## config.mk

```make
export PLATFORM = sky130hd
export DESIGN_NAME = ctc_greedy_decoder_flat
export DESIGN_NICKNAME = d
export VERILOG_FILES = /design/src/cgd_pkg.sv /design/src/cgd_ifs.sv /design/src/ctc_greedy_decoder.sv /design/src/cgd_front.sv /design/src/cgd_queue.sv /design/src/cgd_back.sv /design/src/flat_wrapper.sv
export SDC_FILE = /design/constraint.sdc
export NUM_CORES = 1
export LEC_CHECK = 0
export BUFFER_PORTS_ARGS = -buffer_cell sky130_fd_sc_hd__clkbuf_2
export CAP_MARGIN = 5
export CELL_PAD_IN_SITES_DETAIL_PLACEMENT = 0
export CELL_PAD_IN_SITES_GLOBAL_PLACEMENT = 2
export CORE_UTILIZATION = 35
export CTS_CLUSTER_DIAMETER = 40
export DETAILED_ROUTE_END_ITERATION = 8
export PLACE_DENSITY = 0.76
export SYNTH_ARGS = -nofsm -noshare
export SYNTH_HDL_FRONTEND = slang
export SYNTH_HIERARCHICAL = 1
export SYNTH_SLANG_ARGS = --single-unit
```

## constraint.sdc

```tcl
create_clock -name clk -period 6.6 [get_ports clk]
set_clock_uncertainty 0.2 [all_clocks]
set_input_delay 0.99 -clock clk [delete_from_list [all_inputs] [get_ports clk]]
set_output_delay 0.99 -clock clk [all_outputs]
set_load 0.05 [all_outputs]
```

## src/cgd_pkg.sv

```systemverilog
// shared constants and types for the ctc greedy decoder
// no dependencies; compiled first

package cgd_pkg;

    localparam int MAX_CLASSES = 64;
    localparam int SCORE_BITS  = 16;
    localparam int CLASS_BITS  = $clog2(MAX_CLASSES);
    localparam int COUNT_BITS  = 7;
    localparam int QUEUE_DEPTH = 4;
    localparam int QPTR_BITS   = $clog2(QUEUE_DEPTH);
    localparam int QCNT_BITS   = $clog2(QUEUE_DEPTH + 1);

    typedef logic signed [SCORE_BITS-1:0] score_t;
    typedef logic [CLASS_BITS-1:0]        class_t;
    typedef logic [COUNT_BITS-1:0]        count_t;

    localparam count_t COUNT_RESET = count_t'(29);
    localparam count_t COUNT_MIN   = count_t'(2);
    localparam count_t COUNT_MAX   = count_t'(MAX_CLASSES);
    localparam class_t BLANK_CLASS = class_t'(0);

    // one completed frame handed from front to back
    typedef struct packed {
        class_t winner;
        logic   final_frame;
    } frame_t;

endpackage

```

## src/cgd_ifs.sv

```systemverilog
// valid/ready channel interfaces for scores, results and configuration
// depends on cgd_pkg

interface cgd_score_if;
    logic               valid;
    logic               ready;
    cgd_pkg::score_t    score;
    logic               final_frame;

    modport source (output valid, output score, output final_frame, input ready);
    modport sink   (input valid, input score, input final_frame, output ready);
endinterface

interface cgd_result_if;
    logic               valid;
    logic               ready;
    cgd_pkg::class_t    label;
    logic               has_label;
    logic               sequence_done;

    modport source (output valid, output label, output has_label, output sequence_done,
                    input ready);
    modport sink   (input valid, input label, input has_label, input sequence_done,
                    output ready);
endinterface

interface cgd_cfg_if;
    logic               valid;
    logic               ready;
    cgd_pkg::count_t    data;

    modport source (output valid, output data, input ready);
    modport sink   (input valid, input data, output ready);
endinterface

```

## src/ctc_greedy_decoder.sv

```systemverilog
// Streaming CTC greedy decoder. One class score is taken per clock cycle, class 0
// (blank) first and class_count scores (clamped to 2..64) to a frame; while the frame
// queue has room the score channel never stalls. The front keeps a running argmax
// (first class seeds it, ties keep the lower class) and hands each completed frame to a
// four-entry queue; the back drops blanks and repeats of the last emitted label and
// registers the result, so each frame passes through the queue and then the output
// register. A final frame always gives a result with sequence_done set and clears
// the repeat memory. Up to five completed frames, four in the queue and one in the
// output register, are absorbed while results are stalled before the score channel stalls.
// Write class_count only while the block is idle.
// depends on cgd_pkg, cgd_ifs, cgd_front, cgd_queue and cgd_back

module ctc_greedy_decoder (
    input  logic          clk,
    input  logic          rst_n,
    cgd_cfg_if.sink       cfg,
    cgd_score_if.sink     scores,
    cgd_result_if.source  results
);
    import cgd_pkg::*;

    logic   push;
    frame_t push_frame;
    logic   pop;
    logic   full;
    logic   empty;
    frame_t head;

    cgd_front u_front (
        .clk        (clk),
        .rst_n      (rst_n),
        .scores     (scores),
        .cfg        (cfg),
        .queue_full (full),
        .push       (push),
        .push_frame (push_frame)
    );

    cgd_queue u_queue (
        .clk        (clk),
        .rst_n      (rst_n),
        .push       (push),
        .push_frame (push_frame),
        .pop        (pop),
        .full       (full),
        .empty      (empty),
        .head       (head)
    );

    cgd_back u_back (
        .clk        (clk),
        .rst_n      (rst_n),
        .empty      (empty),
        .head       (head),
        .pop        (pop),
        .results    (results)
    );

endmodule

```

## src/cgd_front.sv

```systemverilog
// front part: class counter, running argmax and class count register
// depends on cgd_pkg and cgd_ifs

module cgd_front (
    input  logic              clk,
    input  logic              rst_n,
    cgd_score_if.sink         scores,
    cgd_cfg_if.sink           cfg,
    input  logic              queue_full,
    output logic              push,
    output cgd_pkg::frame_t   push_frame
);
    import cgd_pkg::*;

    count_t class_count_reg;
    class_t class_pos_reg, class_pos_next;
    score_t best_score_reg, best_score_next;
    class_t best_class_reg, best_class_next;

    count_t eff_count;
    class_t last_class;
    logic   accept;
    logic   take;
    logic   complete;

    assign cfg.ready    = 1'b1;
    assign scores.ready = !queue_full;
    assign accept       = scores.valid && scores.ready;

    always_comb
    begin
        if (class_count_reg < COUNT_MIN)
            eff_count = COUNT_MIN;
        else if (class_count_reg > COUNT_MAX)
            eff_count = COUNT_MAX;
        else
            eff_count = class_count_reg;
        last_class = CLASS_BITS'(eff_count - count_t'(1));
    end

    // class 0 always seeds the max, later classes need a strictly larger score
    assign take     = (class_pos_reg == BLANK_CLASS) || (scores.score > best_score_reg);
    assign complete = (class_pos_reg >= last_class);

    always_comb
    begin
        class_pos_next  = class_pos_reg;
        best_score_next = best_score_reg;
        best_class_next = best_class_reg;
        push            = 1'b0;
        push_frame.winner      = take ? class_pos_reg : best_class_reg;
        push_frame.final_frame = scores.final_frame;
        if (accept)
        begin
            if (take)
            begin
                best_score_next = scores.score;
                best_class_next = class_pos_reg;
            end
            if (complete)
            begin
                class_pos_next = BLANK_CLASS;
                push           = 1'b1;
            end
            else
            begin
                class_pos_next = class_pos_reg + class_t'(1);
            end
        end
    end

    always_ff @(posedge clk or negedge rst_n)
    begin
        if (!rst_n)
        begin
            class_count_reg <= COUNT_RESET;
            class_pos_reg   <= '0;
            best_score_reg  <= '0;
            best_class_reg  <= '0;
        end
        else
        begin
            if (cfg.valid && cfg.ready)
                class_count_reg <= cfg.data;
            class_pos_reg  <= class_pos_next;
            best_score_reg <= best_score_next;
            best_class_reg <= best_class_next;
        end
    end

endmodule

```

## src/cgd_queue.sv

```systemverilog
// short queue of completed frames between front and back
// depends on cgd_pkg

module cgd_queue (
    input  logic              clk,
    input  logic              rst_n,
    input  logic              push,
    input  cgd_pkg::frame_t   push_frame,
    input  logic              pop,
    output logic              full,
    output logic              empty,
    output cgd_pkg::frame_t   head
);
    import cgd_pkg::*;

    frame_t                 slots_reg [QUEUE_DEPTH];
    logic [QPTR_BITS-1:0]   wr_ptr_reg, wr_ptr_next;
    logic [QPTR_BITS-1:0]   rd_ptr_reg, rd_ptr_next;
    logic [QCNT_BITS-1:0]   count_reg, count_next;

    assign full  = (count_reg == QCNT_BITS'(QUEUE_DEPTH));
    assign empty = (count_reg == '0);
    assign head  = slots_reg[rd_ptr_reg];

    always_comb
    begin
        wr_ptr_next = wr_ptr_reg;
        rd_ptr_next = rd_ptr_reg;
        count_next  = count_reg;
        if (push)
            wr_ptr_next = wr_ptr_reg + QPTR_BITS'(1);
        if (pop)
            rd_ptr_next = rd_ptr_reg + QPTR_BITS'(1);
        if (push && !pop)
            count_next = count_reg + QCNT_BITS'(1);
        else if (pop && !push)
            count_next = count_reg - QCNT_BITS'(1);
    end

    always_ff @(posedge clk)
    begin
        if (push)
            slots_reg[wr_ptr_reg] <= push_frame;
    end

    always_ff @(posedge clk or negedge rst_n)
    begin
        if (!rst_n)
        begin
            wr_ptr_reg <= '0;
            rd_ptr_reg <= '0;
            count_reg  <= '0;
        end
        else
        begin
            wr_ptr_reg <= wr_ptr_next;
            rd_ptr_reg <= rd_ptr_next;
            count_reg  <= count_next;
        end
    end

endmodule

```

## src/cgd_back.sv

```systemverilog
// back part: duplicate and blank suppression, output register
// depends on cgd_pkg and cgd_ifs

module cgd_back (
    input  logic              clk,
    input  logic              rst_n,
    input  logic              empty,
    input  cgd_pkg::frame_t   head,
    output logic              pop,
    cgd_result_if.source      results
);
    import cgd_pkg::*;

    class_t last_emitted_reg, last_emitted_next;
    logic   out_valid_reg, out_valid_next;
    class_t label_reg, label_next;
    logic   has_label_reg, has_label_next;
    logic   done_reg, done_next;
    logic   emit;

    assign results.valid         = out_valid_reg;
    assign results.label         = label_reg;
    assign results.has_label     = has_label_reg;
    assign results.sequence_done = done_reg;

    // a frame leaves the queue whenever the output slot is free or being drained
    assign pop  = !empty && (!out_valid_reg || results.ready);
    assign emit = (head.winner != BLANK_CLASS) && (head.winner != last_emitted_reg);

    always_comb
    begin
        last_emitted_next = last_emitted_reg;
        out_valid_next    = out_valid_reg && !results.ready;
        label_next        = label_reg;
        has_label_next    = has_label_reg;
        done_next         = done_reg;
        if (pop)
        begin
            if (emit)
                last_emitted_next = head.winner;
            if (head.final_frame)
                last_emitted_next = BLANK_CLASS;
            if (emit || head.final_frame)
            begin
                out_valid_next = 1'b1;
                label_next     = emit ? head.winner : BLANK_CLASS;
                has_label_next = emit;
                done_next      = head.final_frame;
            end
        end
    end

    always_ff @(posedge clk or negedge rst_n)
    begin
        if (!rst_n)
        begin
            last_emitted_reg <= '0;
            out_valid_reg    <= 1'b0;
        end
        else
        begin
            last_emitted_reg <= last_emitted_next;
            out_valid_reg    <= out_valid_next;
        end
    end

    always_ff @(posedge clk)
    begin
        label_reg     <= label_next;
        has_label_reg <= has_label_next;
        done_reg      <= done_next;
    end

endmodule
```

## src/flat_wrapper.sv

```systemverilog
// flat-port wrapper written by rule: the top's interface ports become plain ports
module ctc_greedy_decoder_flat import cgd_pkg::*;
  (clk, rst_n, cfg_valid, cfg_data, cfg_ready, scores_valid, scores_score, scores_final_frame, scores_ready, results_valid, results_label, results_has_label, results_sequence_done, results_ready);
  cgd_cfg_if cfg_i ();
  cgd_score_if scores_i ();
  cgd_result_if results_i ();
  input  logic clk;
  input  logic rst_n;
  input wire logic [$bits(cfg_i.valid)-1:0] cfg_valid;
  input wire logic [$bits(cfg_i.data)-1:0] cfg_data;
  output wire logic [$bits(cfg_i.ready)-1:0] cfg_ready;
  input wire logic [$bits(scores_i.valid)-1:0] scores_valid;
  input wire logic [$bits(scores_i.score)-1:0] scores_score;
  input wire logic [$bits(scores_i.final_frame)-1:0] scores_final_frame;
  output wire logic [$bits(scores_i.ready)-1:0] scores_ready;
  output wire logic [$bits(results_i.valid)-1:0] results_valid;
  output wire logic [$bits(results_i.label)-1:0] results_label;
  output wire logic [$bits(results_i.has_label)-1:0] results_has_label;
  output wire logic [$bits(results_i.sequence_done)-1:0] results_sequence_done;
  input wire logic [$bits(results_i.ready)-1:0] results_ready;
  assign cfg_i.valid = cfg_valid;
  assign cfg_i.data = cfg_data;
  assign cfg_ready = cfg_i.ready;
  assign scores_i.valid = scores_valid;
  assign scores_i.score = scores_score;
  assign scores_i.final_frame = scores_final_frame;
  assign scores_ready = scores_i.ready;
  assign results_valid = results_i.valid;
  assign results_label = results_i.label;
  assign results_has_label = results_i.has_label;
  assign results_sequence_done = results_i.sequence_done;
  assign results_i.ready = results_ready;
  ctc_greedy_decoder u_core (.clk(clk), .rst_n(rst_n), .cfg(cfg_i), .scores(scores_i), .results(results_i));
endmodule
```

==> out/qor.txt <==
Cell area power density: 472 nW/um^2
Via count of the first global-routing pass: 2746
Net Sw Frac: 36.1%
Total number of yosys warnings: 6
HP Class: register to register
Worst max-slew margin expressed relative to the limit: 36.8%
Syn-to-layout area delta: 14.6%
Detailed-route wire length: 7720 um
Clk_lat worst skew: 340 ps
Sort of element at the start of the critical path: register
Clock Pin Slew Worst Setup and Hold Paths: 60 ps
Power share of the combinational group: 38.8%
Minimum setup slack in the final design: 2170 ps
Ratio of cells with drive above 1 in the final layout: 24.4%
Count of standard-cell rows: 40
Async set-or-reset flop fraction in the synthesized netlist: 57.6%
Sink Count: 85
Vertical die dimension: 114 um
Arrival time of the worst setup path: 4500 ps
Post-Synthesis Net Count: 414
Overall die area: 13000 um^2
Count of flip-flops with a built-in enable after synthesis: 36
Max-cap violations: 0
Yosys cell types: 47
Library cell with the highest instance count after synthesis: sky130_fd_sc_hd__dfrtp_1
Number of setup violations in the final report: 0
Number of setup buffers added after CTS: 0
Post-synth top area cell: sky130_fd_sc_hd__dfrtp_1
Share of synthesized area occupied by flip-flops and latches: 52.8%
Number of placed I/O pins: 40
Antenna-violating nets left: 0
Pin count of the biggest net entering global routing: 50
Num CTS Buffers: 9
Worst Tran Pin Value: 948 ps
Diodes inserted: 0
Maximum fanout along the worst path: 8
Wire per inst: 13.7 um
Largest buffer count on any clock path: 2
Vias: 2642
Gate count of the mapped netlist: 354
Synthesized area: 4380 um^2
Type of the worst setup path: register to register
Top post-synthesis cells by count: 45 x sky130_fd_sc_hd__dfrtp_1, 36 x sky130_fd_sc_hd__edfxtp_1, 36 x sky130_fd_sc_hd__inv_1
# nets final: 452
Placed Cells: 549
# hold bufs at CTS: 0
Initial cell density of the core: 36.2%
Unrepaired setup endpoints after global routing: no
Share of total power in the clock network: 23.0%
Cell internal pwr: 1510 uW
Worst voltage drop across the vdd grid: 0.000137 V
DP Wirelength: 5490 um
Final weighted congestion in routability-driven placement: 0.754
Number of slew-limit violations in the final report: 0
Drt drc: 0
Clock tree from TritonCTS: done
Result of the run: completed
Root Buffer Master: sky130_fd_sc_hd__clkbuf_16
Switching power of the nets: 855 uW
Fin crit period: 4430 ps
Post-Place Setup Slack: 2150 ps
Overflow left after global routing: 0
Core area: 12100 um^2
Resized cells post-CTS: 0
Die width: 114 um
Max reg flops: 28
Setup crit end kind: register
Non-Filler Instances: 565
Area share of the leading cell type in the synthesized netlist: 25.7%
Biggest area contributors in the synthesized netlist: sky130_fd_sc_hd__dfrtp_1 26%, sky130_fd_sc_hd__edfxtp_1 25%, sky130_fd_sc_hd__ha_1 8.6%, sky130_fd_sc_hd__mux2_2 4.4%, sky130_fd_sc_hd__mux4_2 3.6%
First-pass GRT wire length: 13500 um
Hold violation count in the final report: 0
Top flip-flop cell by instance count after synthesis: sky130_fd_sc_hd__dfrtp_1
GR Util All Layers: 13.9%
Highest attainable clock frequency: 226 MHz
Static leakage power: 0.00217 uW
Syn_area_per_cell: 12.4 um^2
Register bit count reported by yosys: 85
Vias per inst: 4.68
First-pass iteration count of the detailed router: 4
Ratio of final minimum period to clock period: 67.2%
Fillers: 1165
DRC violation total after the first TritonRoute iteration: 129
Number of antenna violations at the first check in global routing: 0
Count of H-tree levels built during CTS: 3
Relative contribution of sequential cells to total power: 38.2%
Required @ worst endpoint: 6660 ps
Count of buffers inserted at the top-level ports: 38
Summed negative setup slack over all endpoints: 0 ps
[power by group through the flow]
stage / clock network, uW / logic (uW) / registers (uW)
2_1_floorplan: 0 / 711 / 955
3_3_place_gp: 0 / 915 / 914
3_5_place_dp: 0 / 933 / 915
4_1_cts: 567 / 936 / 908
5_1_grt: 588 / 1050 / 933
6_report: 544 / 920 / 905
[metrics by stage]
step | cell area, um^2 | power, uW | util [%] | hold WS (ps)
2_1_floorplan | 4380 | 1670 | - | 256
3_3_place_gp | 4700 | 1830 | 38.8 | 279
3_5_place_dp | 4700 | 1850 | 38.8 | 288
4_1_cts | 5020 | 2410 | 41.5 | 304
5_1_grt | 5020 | 2570 | 41.5 | 323
6_report | 5020 | 2370 | 41.5 | 301
[area by class of cell]
| cell class | count | area [um^2] | share of cell area [%] |
|---|---|---|---|
| Clock buffer | 10 | 239 | 4.76 |
| Clock inverter | 6 | 85.1 | 1.69 |
| Tap cell | 168 | 210 | 4.19 |
| Timing Repair Buffer | 39 | 198 | 3.94 |
| Multi-Input combinational cell | 221 | 1840 | 36.7 |
| Sequential cell | 85 | 2310 | 46.1 |
| Inverter | 36 | 135 | 2.69 |
[critical path, cell delays in order (launching register included)]
cell and delay, ps:
sky130_fd_sc_hd__dfstp_2 380, sky130_fd_sc_hd__or3_1 410, sky130_fd_sc_hd__o311ai_0 440, sky130_fd_sc_hd__ha_1 280, sky130_fd_sc_hd__inv_1 60, sky130_fd_sc_hd__or3_1 300, sky130_fd_sc_hd__a31oi_1 200, sky130_fd_sc_hd__ha_1 160
sky130_fd_sc_hd__nand3_1 70, sky130_fd_sc_hd__o2111a_1 330, sky130_fd_sc_hd__nor2_1 390, sky130_fd_sc_hd__ha_1 260, sky130_fd_sc_hd__inv_1 60, sky130_fd_sc_hd__fa_1 370, sky130_fd_sc_hd__xor2_1 170, sky130_fd_sc_hd__nor2_1 110
sky130_fd_sc_hd__xor2_1 160
[cells by family (layout without fill, tap and decap cells)]
| kind of cell | after synthesis | after routing | synth area share [%] |
|---|---|---|---|
| xor+xnor | 13 | 13 | 2.60 |
| flops | 85 | 85 | 52.8 |
| compound gates | 51 | 51 | 7.71 |
| fa+ha+maj | 31 | 31 | 9.02 |
| mux | 34 | 34 | 11.4 |
| buf+inv | 48 | 91 | 5.20 |
| other cells | 1 | 1 | 0.0856 |
| simple gates | 91 | 91 | 11.2 |
[layout by cell type (no fill, tap or decap), types with 8 or more instances in the layout]
cell type	Yosys	routed
sky130_fd_sc_hd__nor2_1	11	11
sky130_fd_sc_hd__a21oi_1	13	13
sky130_fd_sc_hd__dfrtp_1	45	45
sky130_fd_sc_hd__mux2_2	17	17
sky130_fd_sc_hd__clkbuf_16	0	9
sky130_fd_sc_hd__clkbuf_2	0	38
sky130_fd_sc_hd__mux2_4	10	10
sky130_fd_sc_hd__nand2_1	23	23
sky130_fd_sc_hd__nand3_1	9	9
sky130_fd_sc_hd__ha_1	30	30
sky130_fd_sc_hd__or3_1	8	8
sky130_fd_sc_hd__and2_1	8	8
sky130_fd_sc_hd__edfxtp_1	36	36
sky130_fd_sc_hd__inv_1	36	36
sky130_fd_sc_hd__xor2_1	10	10
sky130_fd_sc_hd__o21ai_0	16	16
[final timing paths]
check / from / to / slack, ps / depth (start not counted)
setup / recovery: u_core/u_front/class_count_reg[2]$_DFFE_PN1P_ / u_core/u_queue/count_reg[2]$_DFFE_PN0P_ / 2170 / 16
hold / removal: u_core/u_front/best_class_reg[2]$_DFFE_PN0P_ / u_core/u_front/best_class_reg[2]$_DFFE_PN0P_ / 300 / 1
setup reg to reg: u_core/u_front/class_count_reg[2]$_DFFE_PN1P_ / u_core/u_queue/count_reg[2]$_DFFE_PN0P_ / 2170 / 16
hold reg to reg: u_core/u_front/best_class_reg[2]$_DFFE_PN0P_ / u_core/u_front/best_class_reg[2]$_DFFE_PN0P_ / 300 / 1
max in group asynchronous: rst_n / u_core/u_back/last_emitted_reg[2]$_DFFE_PN0P_ / 5200 / 2
min in group asynchronous: rst_n / u_core/u_front/best_score_reg[3]$_DFFE_PN0P_ / 570 / 2
[layer usage]
metal	up-vias	global-route usage, %	part of all wire, %	wire [um]
li1	1341	-	-	-
met1	1249	16.7	46	3560
met2	38	22.8	48	3720
met3	14	4.78	3.6	277
met4	0	5.45	2.0	158
met5	-	0	0	0
Power figures use the tool's default switching activity.
